===== src/hw/rtl/tsl_pkg.sv =====
// tsl_pkg: shared constants, types and the pair update rule of the
// two-species lattice. No dependencies; used by the request and config
// interfaces, the top level and the bench.
package tsl_pkg;

	// lattice geometry: sites are split over an even bank and an odd bank
	localparam int SITES      = 1024;
	localparam int SITE_BITS  = $clog2(SITES);
	localparam int BANK_DEPTH = SITES / 2;
	localparam int BANK_BITS  = $clog2(BANK_DEPTH);

	// draw and threshold widths
	localparam int DRAW_BITS = 16;
	localparam int RATE_BITS = 16;

	// configuration register indexes and reset values
	localparam int CFG_IDX_BITS = 2;
	localparam logic [CFG_IDX_BITS-1:0] CFG_ALPHA = 2'd0;
	localparam logic [CFG_IDX_BITS-1:0] CFG_BETA  = 2'd1;
	localparam logic [CFG_IDX_BITS-1:0] CFG_GAMMA = 2'd2;

	localparam logic [RATE_BITS-1:0] ALPHA_RESET = 16'd9765;
	localparam logic [RATE_BITS-1:0] BETA_RESET  = 16'd1311;
	localparam logic [RATE_BITS-1:0] GAMMA_RESET = 16'd58982;

	// operations carried by a request beat
	typedef enum logic [1:0] {
		OP_WRITE  = 2'd0,
		OP_UPDATE = 2'd1,
		OP_READ   = 2'd2
	} opcode_t;

	// pair patterns, bit order first_i first_j second_i second_j
	localparam logic [3:0] PAT_0000 = 4'b0000;
	localparam logic [3:0] PAT_0011 = 4'b0011;
	localparam logic [3:0] PAT_0100 = 4'b0100;
	localparam logic [3:0] PAT_0110 = 4'b0110;
	localparam logic [3:0] PAT_0111 = 4'b0111;
	localparam logic [3:0] PAT_1000 = 4'b1000;
	localparam logic [3:0] PAT_1001 = 4'b1001;
	localparam logic [3:0] PAT_1010 = 4'b1010;
	localparam logic [3:0] PAT_1011 = 4'b1011;
	localparam logic [3:0] PAT_1100 = 4'b1100;
	localparam logic [3:0] PAT_1101 = 4'b1101;
	localparam logic [3:0] PAT_1110 = 4'b1110;
	localparam logic [3:0] PAT_1111 = 4'b1111;

	typedef struct packed {
		logic       hit;
		logic [3:0] pat;
	} pair_next_t;

	// transition rule; inputs are the threshold test outcomes
	function automatic pair_next_t pair_next(
		input logic [3:0] pat,
		input logic       alpha_one,
		input logic       beta_one,
		input logic       gamma_one,
		input logic       beta_two
	);
		pair_next_t r;
		r.hit = 1'b0;
		r.pat = pat;
		case (pat)
			PAT_1000: if (alpha_one) r = '{1'b1, PAT_1100};
			PAT_1001: if (alpha_one) r = '{1'b1, PAT_1101};
			PAT_1010: if (alpha_one) r = '{1'b1, PAT_1110};
			PAT_1011: begin
				if (alpha_one)     r = '{1'b1, PAT_1111};
				else if (beta_two) r = '{1'b1, PAT_1000};
			end
			PAT_1110: if (gamma_one) r = '{1'b1, PAT_1011};
			PAT_1111: if (beta_one)  r = '{1'b1, PAT_1100};
			PAT_0011: if (beta_one)  r = '{1'b1, PAT_0000};
			PAT_0110: if (gamma_one) r = '{1'b1, PAT_0011};
			PAT_0111: if (beta_one)  r = '{1'b1, PAT_0100};
			default: ;
		endcase
		return r;
	endfunction

endpackage


===== src/hw/rtl/tsl_req_if.sv =====
// tsl_req_if: request channel of the lattice, valid/ready plus one item.
// Depends on tsl_pkg.
interface tsl_req_if;
	import tsl_pkg::*;

	logic                 valid;
	logic                 ready;
	logic [1:0]           opcode;
	logic [SITE_BITS-1:0] site_index;
	logic                 write_first;
	logic                 write_second;
	logic [DRAW_BITS-1:0] draw_one;
	logic [DRAW_BITS-1:0] draw_two;

	modport source (output valid, opcode, site_index, write_first, write_second,
		draw_one, draw_two, input ready);
	modport sink (input valid, opcode, site_index, write_first, write_second,
		draw_one, draw_two, output ready);
endinterface


===== src/hw/rtl/tsl_rsp_if.sv =====
// tsl_rsp_if: response channel of the lattice, valid/ready plus one result.
// No dependencies.
interface tsl_rsp_if;
	logic valid;
	logic ready;
	logic first_at_i;
	logic second_at_i;
	logic first_at_j;
	logic second_at_j;
	logic pair_changed;

	modport source (output valid, first_at_i, second_at_i, first_at_j,
		second_at_j, pair_changed, input ready);
	modport sink (input valid, first_at_i, second_at_i, first_at_j,
		second_at_j, pair_changed, output ready);
endinterface


===== src/hw/rtl/tsl_cfg_if.sv =====
// tsl_cfg_if: register write channel, valid/ready plus index and data.
// Depends on tsl_pkg.
interface tsl_cfg_if;
	import tsl_pkg::*;

	logic                    valid;
	logic                    ready;
	logic [CFG_IDX_BITS-1:0] index;
	logic [RATE_BITS-1:0]    data;

	modport source (output valid, index, data, input ready);
	modport sink (input valid, index, data, output ready);
endinterface


===== src/hw/rtl/two_species_pair_update_lattice.sv =====
// two_species_pair_update_lattice: ring lattice of two-species occupancy
// bits with write, read and stochastic pair update operations.
// Depends on tsl_pkg, tsl_req_if, tsl_rsp_if, tsl_cfg_if and tsl_ram.
//
// Usage:
//   req carries one operation per beat: write site, update pair or read pair
//   on site i and its ring neighbour j = i+1. rsp returns one beat per
//   request, in order, with the four bits of i and j after the operation and
//   a flag when an update rewrote the pair. cfg writes the alpha, beta and
//   gamma thresholds (index 0..2, others ignored); cfg.ready is always high.
//   A request beat passes through the request register, where the banks are
//   read and the pair rewritten, then the response register. One request is
//   taken every cycle unless the clear sweep runs or the response stalls; sites
//   live in an even and an odd bank, so a pair is one read and at most one
//   write per bank, and a write still in flight is forwarded to the following
//   beat. After reset both banks are swept to zero, one row per cycle over
//   all 512 rows, with req.ready low; thresholds take reset values at once.
//   When the receiver stalls, the response register holds its beat, the
//   request register fills and req.ready drops until rsp.ready returns.
module two_species_pair_update_lattice (
	input logic  clk,
	input logic  arst_n,
	tsl_req_if.sink   req,
	tsl_rsp_if.source rsp,
	tsl_cfg_if.sink   cfg
);
	import tsl_pkg::*;

	// threshold registers
	logic [RATE_BITS-1:0] alpha_q, beta_q, gamma_q;

	// clear sweep
	logic                 clr_busy_q;
	logic [BANK_BITS-1:0] clr_addr_q;

	// request stage
	logic                 v_s1;
	logic [1:0]           op_s1;
	logic                 odd_s1;
	logic [BANK_BITS-1:0] even_addr_s1, odd_addr_s1;
	logic                 wf_s1, ws_s1;
	logic [DRAW_BITS-1:0] d1_s1, d2_s1;

	// last write per bank, for forwarding
	logic                 byp_e_v_q, byp_o_v_q;
	logic [BANK_BITS-1:0] byp_e_addr_q, byp_o_addr_q;
	logic [1:0]           byp_e_data_q, byp_o_data_q;

	// response register
	logic       rsp_v_q;
	logic [3:0] rsp_pat_q;
	logic       rsp_chg_q;

	logic                 acc, adv, fire;
	logic [BANK_BITS-1:0] even_raddr, odd_raddr;
	logic [1:0]           e_rdata, o_rdata, e_cur, o_cur;
	logic [1:0]           site_i, site_j, new_i, new_j;
	logic [3:0]           pat, pat_new;
	logic                 chg;
	pair_next_t           nxt;
	logic                 e_we, o_we;
	logic [BANK_BITS-1:0] e_waddr, o_waddr;
	logic [1:0]           e_wdata, o_wdata;

	// handshakes
	assign adv       = !rsp_v_q || rsp.ready;
	assign fire      = v_s1 && adv;
	assign req.ready = !clr_busy_q && (!v_s1 || adv);
	assign acc       = req.valid && req.ready;
	assign cfg.ready = 1'b1;

	// bank read addresses: j of an odd site sits one row up in the even bank
	assign odd_raddr  = req.site_index[SITE_BITS-1:1];
	assign even_raddr = req.site_index[0] ? odd_raddr + 1'b1 : odd_raddr;

	tsl_ram #(.WIDTH(2), .DEPTH(BANK_DEPTH)) u_even (
		.clk(clk), .we(e_we), .waddr(e_waddr), .wdata(e_wdata),
		.re(acc), .raddr(even_raddr), .rdata(e_rdata)
	);

	tsl_ram #(.WIDTH(2), .DEPTH(BANK_DEPTH)) u_odd (
		.clk(clk), .we(o_we), .waddr(o_waddr), .wdata(o_wdata),
		.re(acc), .raddr(odd_raddr), .rdata(o_rdata)
	);

	// forward the latest bank write over the read data
	assign e_cur = (byp_e_v_q && byp_e_addr_q == even_addr_s1) ? byp_e_data_q : e_rdata;
	assign o_cur = (byp_o_v_q && byp_o_addr_q == odd_addr_s1) ? byp_o_data_q : o_rdata;

	// bank entries are {first, second}
	assign site_i = odd_s1 ? o_cur : e_cur;
	assign site_j = odd_s1 ? e_cur : o_cur;
	assign pat    = {site_i[1], site_j[1], site_i[0], site_j[0]};

	assign nxt = pair_next(pat, d1_s1 < alpha_q, d1_s1 < beta_q,
		d1_s1 < gamma_q, d2_s1 < beta_q);

	// apply the operation
	always_comb begin
		pat_new = pat;
		chg     = 1'b0;
		case (op_s1)
			OP_WRITE: begin
				pat_new = {wf_s1, pat[2], ws_s1, pat[0]};
			end
			OP_UPDATE: begin
				pat_new = nxt.pat;
				chg     = nxt.hit;
			end
			default: ;
		endcase
	end

	assign new_i = {pat_new[3], pat_new[1]};
	assign new_j = {pat_new[2], pat_new[0]};

	// bank writes: sweep after reset, else the retiring request
	always_comb begin
		if (clr_busy_q) begin
			e_we    = 1'b1;
			o_we    = 1'b1;
			e_waddr = clr_addr_q;
			o_waddr = clr_addr_q;
			e_wdata = 2'b00;
			o_wdata = 2'b00;
		end else begin
			e_we    = fire && ((op_s1 == OP_WRITE && !odd_s1) || chg);
			o_we    = fire && ((op_s1 == OP_WRITE && odd_s1) || chg);
			e_waddr = even_addr_s1;
			o_waddr = odd_addr_s1;
			e_wdata = odd_s1 ? new_j : new_i;
			o_wdata = odd_s1 ? new_i : new_j;
		end
	end

	// thresholds
	always_ff @(posedge clk or negedge arst_n) begin
		if (!arst_n) begin
			alpha_q <= ALPHA_RESET;
			beta_q  <= BETA_RESET;
			gamma_q <= GAMMA_RESET;
		end else if (cfg.valid) begin
			case (cfg.index)
				CFG_ALPHA: alpha_q <= cfg.data;
				CFG_BETA:  beta_q  <= cfg.data;
				CFG_GAMMA: gamma_q <= cfg.data;
				default: ;
			endcase
		end
	end

	// clear sweep counter
	always_ff @(posedge clk or negedge arst_n) begin
		if (!arst_n) begin
			clr_busy_q <= 1'b1;
			clr_addr_q <= '0;
		end else if (clr_busy_q) begin
			clr_addr_q <= clr_addr_q + 1'b1;
			if (clr_addr_q == BANK_BITS'(BANK_DEPTH - 1)) begin
				clr_busy_q <= 1'b0;
			end
		end
	end

	// forwarding registers track every bank write
	always_ff @(posedge clk or negedge arst_n) begin
		if (!arst_n) begin
			byp_e_v_q <= 1'b0;
			byp_o_v_q <= 1'b0;
		end else begin
			if (e_we) byp_e_v_q <= 1'b1;
			if (o_we) byp_o_v_q <= 1'b1;
		end
	end

	always_ff @(posedge clk) begin
		if (e_we) begin
			byp_e_addr_q <= e_waddr;
			byp_e_data_q <= e_wdata;
		end
		if (o_we) begin
			byp_o_addr_q <= o_waddr;
			byp_o_data_q <= o_wdata;
		end
	end

	// request stage
	always_ff @(posedge clk or negedge arst_n) begin
		if (!arst_n) begin
			v_s1 <= 1'b0;
		end else if (acc) begin
			v_s1 <= 1'b1;
		end else if (fire) begin
			v_s1 <= 1'b0;
		end
	end

	always_ff @(posedge clk) begin
		if (acc) begin
			op_s1        <= req.opcode;
			odd_s1       <= req.site_index[0];
			even_addr_s1 <= even_raddr;
			odd_addr_s1  <= odd_raddr;
			wf_s1        <= req.write_first;
			ws_s1        <= req.write_second;
			d1_s1        <= req.draw_one;
			d2_s1        <= req.draw_two;
		end
	end

	// response register
	always_ff @(posedge clk or negedge arst_n) begin
		if (!arst_n) begin
			rsp_v_q <= 1'b0;
		end else if (fire) begin
			rsp_v_q <= 1'b1;
		end else if (rsp.ready) begin
			rsp_v_q <= 1'b0;
		end
	end

	always_ff @(posedge clk) begin
		if (fire) begin
			rsp_pat_q <= pat_new;
			rsp_chg_q <= chg;
		end
	end

	assign rsp.valid        = rsp_v_q;
	assign rsp.first_at_i   = rsp_pat_q[3];
	assign rsp.first_at_j   = rsp_pat_q[2];
	assign rsp.second_at_i  = rsp_pat_q[1];
	assign rsp.second_at_j  = rsp_pat_q[0];
	assign rsp.pair_changed = rsp_chg_q;
endmodule


===== src/hw/rtl/tsl_ram.sv =====
// tsl_ram: generic single write port, single read port RAM with a
// registered read. No dependencies.
module tsl_ram #(
	parameter int WIDTH = 2,
	parameter int DEPTH = 512
) (
	input  logic                     clk,
	input  logic                     we,
	input  logic [$clog2(DEPTH)-1:0] waddr,
	input  logic [WIDTH-1:0]         wdata,
	input  logic                     re,
	input  logic [$clog2(DEPTH)-1:0] raddr,
	output logic [WIDTH-1:0]         rdata
);
	logic [WIDTH-1:0] mem [DEPTH];
	logic [WIDTH-1:0] rdata_q;

	// write port and read-first registered read port
	always_ff @(posedge clk) begin
		if (we) begin
			mem[waddr] <= wdata;
		end
		if (re) begin
			rdata_q <= mem[raddr];
		end
	end

	assign rdata = rdata_q;
endmodule


===== src/flat_wrapper.sv =====
// flat-port wrapper written by rule: the top's interface ports become plain ports
module two_species_pair_update_lattice_flat import tsl_pkg::*;
  (clk, arst_n, req_valid, req_opcode, req_site_index, req_write_first, req_write_second, req_draw_one, req_draw_two, req_ready, rsp_valid, rsp_first_at_i, rsp_second_at_i, rsp_first_at_j, rsp_second_at_j, rsp_pair_changed, rsp_ready, cfg_valid, cfg_index, cfg_data, cfg_ready);
  tsl_req_if req_i ();
  tsl_rsp_if rsp_i ();
  tsl_cfg_if cfg_i ();
  input logic clk;
  input logic arst_n;
  input wire logic [$bits(req_i.valid)-1:0] req_valid;
  input wire logic [$bits(req_i.opcode)-1:0] req_opcode;
  input wire logic [$bits(req_i.site_index)-1:0] req_site_index;
  input wire logic [$bits(req_i.write_first)-1:0] req_write_first;
  input wire logic [$bits(req_i.write_second)-1:0] req_write_second;
  input wire logic [$bits(req_i.draw_one)-1:0] req_draw_one;
  input wire logic [$bits(req_i.draw_two)-1:0] req_draw_two;
  output wire logic [$bits(req_i.ready)-1:0] req_ready;
  output wire logic [$bits(rsp_i.valid)-1:0] rsp_valid;
  output wire logic [$bits(rsp_i.first_at_i)-1:0] rsp_first_at_i;
  output wire logic [$bits(rsp_i.second_at_i)-1:0] rsp_second_at_i;
  output wire logic [$bits(rsp_i.first_at_j)-1:0] rsp_first_at_j;
  output wire logic [$bits(rsp_i.second_at_j)-1:0] rsp_second_at_j;
  output wire logic [$bits(rsp_i.pair_changed)-1:0] rsp_pair_changed;
  input wire logic [$bits(rsp_i.ready)-1:0] rsp_ready;
  input wire logic [$bits(cfg_i.valid)-1:0] cfg_valid;
  input wire logic [$bits(cfg_i.index)-1:0] cfg_index;
  input wire logic [$bits(cfg_i.data)-1:0] cfg_data;
  output wire logic [$bits(cfg_i.ready)-1:0] cfg_ready;
  assign req_i.valid = req_valid;
  assign req_i.opcode = req_opcode;
  assign req_i.site_index = req_site_index;
  assign req_i.write_first = req_write_first;
  assign req_i.write_second = req_write_second;
  assign req_i.draw_one = req_draw_one;
  assign req_i.draw_two = req_draw_two;
  assign req_ready = req_i.ready;
  assign rsp_valid = rsp_i.valid;
  assign rsp_first_at_i = rsp_i.first_at_i;
  assign rsp_second_at_i = rsp_i.second_at_i;
  assign rsp_first_at_j = rsp_i.first_at_j;
  assign rsp_second_at_j = rsp_i.second_at_j;
  assign rsp_pair_changed = rsp_i.pair_changed;
  assign rsp_i.ready = rsp_ready;
  assign cfg_i.valid = cfg_valid;
  assign cfg_i.index = cfg_index;
  assign cfg_i.data = cfg_data;
  assign cfg_ready = cfg_i.ready;
  two_species_pair_update_lattice u_core (.clk(clk), .arst_n(arst_n), .req(req_i), .rsp(rsp_i), .cfg(cfg_i));
endmodule

===== config.mk =====
export PLATFORM = sky130hd
export DESIGN_NAME = two_species_pair_update_lattice_flat
export DESIGN_NICKNAME = d
export VERILOG_FILES = /design/src/hw/rtl/tsl_pkg.sv /design/src/hw/rtl/tsl_req_if.sv /design/src/hw/rtl/tsl_rsp_if.sv /design/src/hw/rtl/tsl_cfg_if.sv /design/src/hw/rtl/two_species_pair_update_lattice.sv /design/src/hw/rtl/tsl_ram.sv /design/src/flat_wrapper.sv
export SDC_FILE = /design/constraint.sdc
export NUM_CORES = 2
export LEC_CHECK = 0
export BUFFER_PORTS_ARGS = -buffer_cell sky130_fd_sc_hd__buf_2
export CAP_MARGIN = 20
export CORE_MARGIN = 5
export CORE_UTILIZATION = 45
export CTS_CLUSTER_SIZE = 30
export DETAILED_ROUTE_END_ITERATION = 12
export PLACE_DENSITY_LB_ADDON = 0.05
export SYNTH_ARGS = -nofsm -noshare
export SYNTH_HDL_FRONTEND = slang
export SYNTH_HIERARCHICAL = 1
export SYNTH_SLANG_ARGS = --single-unit

===== constraint.sdc =====
create_clock -name clk -period 35 [get_ports clk]
set_input_delay 7 -clock clk [delete_from_list [all_inputs] [get_ports clk]]
set_output_delay 7 -clock clk [all_outputs]
set_load 0.05 [all_outputs]

-- After elaboration in Yosys (flattened, before gate mapping)
Memory sizes are Yosys's and may differ from the RTL's. A register that Yosys moved wholly into a read port is not among the register bits.
Index checks and enable logic that the tools add are counted.
Widths: inputs -> output; s select.
- logic and storage cells: 106
- bits of input ports: 69
- output and inout bits: 8
- memories kept: 2
- bits in writable memories: 2048
- register bits: 144
- memories (memory ; depth ; bits a word ; rd ports ; clocked after memory_dff ; write ports ; RTL line ; RTL):
    u_core.u_even.mem ; 512 ; 2 ; 1 ; 1 ; 1 ; tsl_ram.sv:15 ; logic [WIDTH-1:0] mem [DEPTH];
    u_core.u_odd.mem ; 512 ; 2 ; 1 ; 1 ; 1 ; tsl_ram.sv:15 ;
- $add $sub $neg: 2
- multiplexer cells: 36
- reductions and logical operators: 24
- magnitude comparators: 4
- eq/ne operators: 15
- operator list (cell ; count):
    $lt 16x16->1 ; 4
    $mux 5 ; 10
    $pmux 5 s9 ; 1
    $mux 9 ; 3
    $eq 4x4->1 const B ; 6
    $add 9x1->9 const B ; 2
    $eq 9x9->1 ; 2
    $mux 2 ; 8
    $mux 1 ; 13
    $eq 9x9->1 const B ; 1
    $logic_and 1x1->1 ; 9
    $eq 4x3->1 const B ; 2
    $pmux 4 s2 ; 1
    $reduce_and 2->1 ; 3
    $eq 2x1->1 const B ; 2
    $eq 4x2->1 const B ; 1
    $logic_not 1->1 ; 4
    $logic_not 2->1 ; 2
    $logic_or 1x1->1 ; 4
    $reduce_bool 2->1 ; 2
    $eq 2x2->1 const B ; 1

-- Longest topological paths before layout
- depth after elaboration: 13
- gate-level depth with buffers: 16
- gate-level depth less buffers: 15

-- Cells and area by module
Netlist, hierarchy kept.
- modules (own cells, without submodules) (module ; area each (um2) ; sequential area each (um2) ; times used ; cells each):
    tsl_ram ; 42334.4 ; 30809.5 ; 2 ; 2608
    two_species_pair_update_lattice ; 7577.3 ; 4042.6 ; 1 ; 647

-- Least setup slack after synthesis
Ideal clock, no wire load.
- kind: flip-flop to flip-flop
- start point: register u_core.gamma_q[5]
- end point: register u_core.byp_e_data_q[1] (data pin)
- stages on the path, launching flop included: 11
- library setup time: 4.290 ns
- arrival time: 22.805 ns
- path buffers: 0
- slack: 7.905 ns
- data required time: 30.710 ns
- period minus slack after synthesis: 27.095 ns
- cells stage by stage: dfstp_2 > inv_1 > ha_1 > nand3_1 > o31a_1 > o41a_1 > o21ai_0 > nand2_1 > o211ai_1 > a211oi_1 > a211oi_1
- cells in the longest elaborated chain, start to end: 6
- elaborated cells on any way between the ends: 7
- classes of those cells: order compare: 1; mux: 6
- ends and longest elaborated chain (element ; RTL line ; RTL):
    from (decl) ; two_species_pair_update_lattice.sv:30 ; logic [RATE_BITS-1:0] alpha_q, beta_q, gamma_q;
    from (signal assigned) ; two_species_pair_update_lattice.sv:146 ; CFG_GAMMA: gamma_q <= cfg.data;
    $lt 16x16->1 * ; two_species_pair_update_lattice.sv:96 ; d1_s1 < gamma_q, d2_s1 < beta_q);
    $mux 5, on equally long branches ; tsl_pkg.sv:75, tsl_pkg.sv:72 ;
    $pmux 5 s9 * ; tsl_pkg.sv:64 ; case (pat)
    $pmux 4 s2 * ; two_species_pair_update_lattice.sv:102 ; case (op_s1)
    $mux 2 * ; two_species_pair_update_lattice.sv:131 ; e_wdata = odd_s1 ? new_j : new_i;
    $mux 2 * ; two_species_pair_update_lattice.sv:119 ; if (clr_busy_q) begin
    via u_core.e_wdata[1] ; two_species_pair_update_lattice.sv:63 ; logic [1:0] e_wdata, o_wdata;
    to (signal assigned) ; two_species_pair_update_lattice.sv:179 ; byp_e_data_q <= e_wdata;
    to (decl) ; two_species_pair_update_lattice.sv:47 ; logic [1:0] byp_e_data_q, byp_o_data_q;
The timed path passes the listed nets; every way through them passes the cells marked *.
A chain may end at the register's enable or synchronous reset.

-- Worst setup path in the final report
- start point: input port rsp_ready
- end point: output port req_ready
- cells in the longest elaborated chain, start to end: 3
- ends and longest elaborated chain (element ; RTL line ; RTL):
    from (decl) ; flat_wrapper.sv:23 ; input wire logic [$bits(rsp_i.ready)-1:0] rsp_ready;
    $logic_or 1x1->1 ; two_species_pair_update_lattice.sv:66 ; assign adv = !rsp_v_q || rsp.ready;
    $logic_or 1x1->1 ; two_species_pair_update_lattice.sv:68 ; assign req.ready = !clr_busy_q && (!v_s1 || adv);
    $logic_and 1x1->1 ; two_species_pair_update_lattice.sv:68 ;
    to (decl) ; flat_wrapper.sv:16 ; output wire logic [$bits(req_i.ready)-1:0] req_ready;
Every way passes these cells.

==> key figures <==
Synthesis
  • Syn. warnings: 6
  • Cell taking the most area after synthesis: edfxtp_1
  • Share of Yosys cell area claimed by the top area cell type: 0.695
  • Yosys cell types: 83
  • Synth area leaders: edfxtp_1, mux4_2, mux2i_1, nor2_1, o221ai_1
  • Mapped cell area: 92,200 sq um
  • Most common flop cell mapped by yosys: edfxtp_1
  • Post-synth ARST share: 0.0282
  • FF+latch count, synth: 2,196
  • Syn Area/Cell: 15.7 sq um
  • Mapped Nets: 5,995
  • Post-synthesis sequential area ratio: 0.712
  • Post-synth EDFFs: 2,134
  • Syn Inst Count: 5,863

Timing
  • # setup viols final: 0
  • Max Slew Vio Count: 0
  • Setup WS post-layout: 20.34 ns
  • Max-Slew Margin vs Limit: 0.262
  • Worst-Margin Slew: 1.10 ns
  • Final Hold Vio Count: 0
  • Fin Setup TNS: 0 ns
  • RSZ-0062 raised after global routing: false
  • Final Cycle Share: 0.419
  • Hold_ws: 0.494 ns
  • Clock skew: 0.0458 ns
  • Final Critical Period: 14.66 ns
  • Peak Freq: 68.2 MHz

Floorplan
  • Starting Density: 0.451
  • Core Region: 204,000 sq um
  • # IOs: 77
  • Die footprint: 214,000 sq um
  • Die height: 463 um
  • Chip Width: 463 um
  • Cell Rows: 166

Global route
  • First-pass GRT wire length: 366,000 um
  • Vias in the first global route: 53.7k
  • Initial antenna violation count: 6
  • GRT Overall Usage: 0.229
  • Largest net degree at the start of global routing: 220
  • Total grt overflow: 0

Min path
  • Worst hold-check path type: reg -> reg
  • HP Start: u_core/byp_e_v_q

Place
  • DP HPWL: 142,000 um
  • Worst slack, placed: 20.34 ns
  • IO Port Bufs: 75
  • GP Congestion: 0.809

Critical path
  • Crit end category: primary output
  • CP startpoint kind: input port
  • Worst Path Max Fanout: 2
  • Critical Path AT: 7.66 ns
  • Critical R2R Launch: u_core/beta_q[10]
  • Reg2Reg Setup Slack: 28.37 ns
  • CP startpoint: rsp_ready
  • Worst r2r dst: u_core/u_odd/mem[266][0]
  • Crit path kind: in -> out
  • Worst Reg-to-Reg Cells: 14
  • Req. time, crit path: 28.00 ns
  • Crit path capture: req_ready

Clock tree
  • Clock root cell: clkbuf_16
  • Total CTS buffers: 231
  • CTS H-tree lvls: 4
  • # Post-CTS Setup Buffers: 0
  • Clock Path Buffers: 3
  • Hold-fix buffers, CTS: 0
  • Clk Latency, worst-skew pair: 0.87 ns
  • CTS tree: done
  • Post-CTS Resized: 0
  • Worst-path clk slew: 0.05 ns
  • Sink Count: 2,196

Detailed routing
  • Met2 WL post-DR: 126,000 um
  • 1st-pass router iterations: 5
  • Uppermost routed layer: met4
  • WL final: 251,000 um
  • # DRC: 0
  • Drt via density: 5.95
  • DR WL met3: 12,600 um
  • Wl on met1: 106,000 um
  • Post-detailed-route wirelength per cell: 28.6 um
  • Initial DRC count: 4,444
  • DRT antenna net count: 0
  • Vias: 52.2k

Final layout
  • Layout cells sized above 1: 0.151
  • Most frequent cells in the layout: edfxtp_1, nor2_1, mux2i_1, mux4_2, clkbuf_16
  • Area occupied by multi-input gates: 24,300 sq um
  • Fin util: 0.502
  • Area grow syn2layout: 11.2%
  • Most common cell after layout, fill and taps aside: edfxtp_1
  • Reg area: 65,700 sq um
  • FILL cells: 17.4k
  • Fin nets: 6,011

Pwr
  • Worst-case vdd ir drop: 0.0548 mV
  • P per Cell Area: 58.9 nW/um^2
  • Static leakage: 32.7 nW
  • Tot Pwr: 0.00604 W

Outcome
  • Status: finished clean

Flow run
  • Max-Cap Viols: 0
## Yosys cell counts, types with 17 or more instances
| library cell | count |
|---|---|
| nor3_1 | 94 |
| o21ai_0 | 120 |
| dfrtp_1 | 39 |
| o211ai_1 | 17 |
| buf_2 | 67 |
| a211oi_1 | 33 |
| a21oi_1 | 94 |
| dfstp_2 | 23 |
| mux4_2 | 256 |
| nand3_1 | 39 |
| nor4_1 | 22 |
| mux2i_1 | 507 |
| nand4_1 | 34 |
| xnor2_1 | 28 |
| inv_1 | 73 |
| buf_1 | 32 |
| o221ai_1 | 222 |
| clkbuf_1 | 208 |
| ha_1 | 63 |
| o22ai_1 | 86 |
| a221oi_1 | 18 |
| nand2_1 | 180 |
| nor2_1 | 1112 |
| edfxtp_1 | 2134 |
| buf_6 | 52 |
| buf_4 | 37 |
| mux2_2 | 46 |
## sequential cells by signal, summed over array words and instances (netlist names), 2 cells and up
signal	cells
u_core/even_addr_s1	9
u_core/d1_s1	16
u_core/byp_o_data_q	2
u_core/beta_q	16
u_core/byp_o_addr_q	9
u_core/alpha_q	16
u_core/byp_e_addr_q	9
u_core/rsp_pat_q	4
u_core/clr_addr_q	9
u_core/u_odd/rdata	2
u_core/gamma_q	16
u_core/u_odd/mem	1024
u_core/d2_s1	16
u_core/byp_e_data_q	2
u_core/u_even/mem	1024
u_core/u_even/rdata	2
u_core/odd_addr_s1	9
u_core/op_s1	2
## worst max-delay path: stages
cell,delay [ns]
buf_2,0.08
nor2b_1,0.06
a21oi_1,0.21
buf_2,0.31
## how the worst min path moves through the flow
stage	to	slack (ns)	cells after the start
3_3_place_gp	u_core/beta_q[7]	0.49	1
2_1_floorplan	u_core/byp_e_v_q	0.46	2
6_report	u_core/byp_e_v_q	0.49	2
5_1_grt	u_core/byp_e_v_q	0.52	2
3_5_place_dp	u_core/byp_e_v_q	0.48	2
4_1_cts	u_core/byp_e_v_q	0.50	2
## metal layers
metal  track usage  vias up
li1              -    22929
met1         0.311    27383
met2         0.394     1494
met3        0.0302      348
met4        0.0599        0
met5             0        -
## kinds of logic (layout without fill, tap and decap cells)
family                   count (synthesis)  after routing  share of synthesized area
AND/OR/NAND/NOR                       1601           1601                     0.0728
buffers and inverters                  485            700                     0.0280
adder cells (fa/ha/maj)                 63             63                    0.00855
XOR/XNOR                                33             33                    0.00313
other                                    1              5                  0.0000407
multiplexers                           809            809                      0.123
AO/OA/AOI/OAI                          675            675                     0.0526
flip-flops                            2196           2196                      0.712
## per-stage QoR
step,instance area (sq um),std cells
floorplan,92200,5863
global placement,95000,8331
detailed placement,95000,8331
CTS,103000,8763
global route,103000,8767
finish,103000,8770
## cell type report
type	count	area share
flip-flops and latches	2196	0.640
multi-input cells	3182	0.237
clock buffers	288	0.0593
well taps	2688	0.0328
clock inverters	144	0.0140
repair buffers	191	0.0133
inverters	77	0.00282
diodes	4	0.0000976
## where the power goes
part           switching, W  internal [W]  total (W)
sequential        0.0000105       0.00305    0.00306
combinational      0.000401      0.000148   0.000549
clock               0.00102       0.00141    0.00243
total               0.00143       0.00460    0.00604
Power figures use the tool's default switching activity.
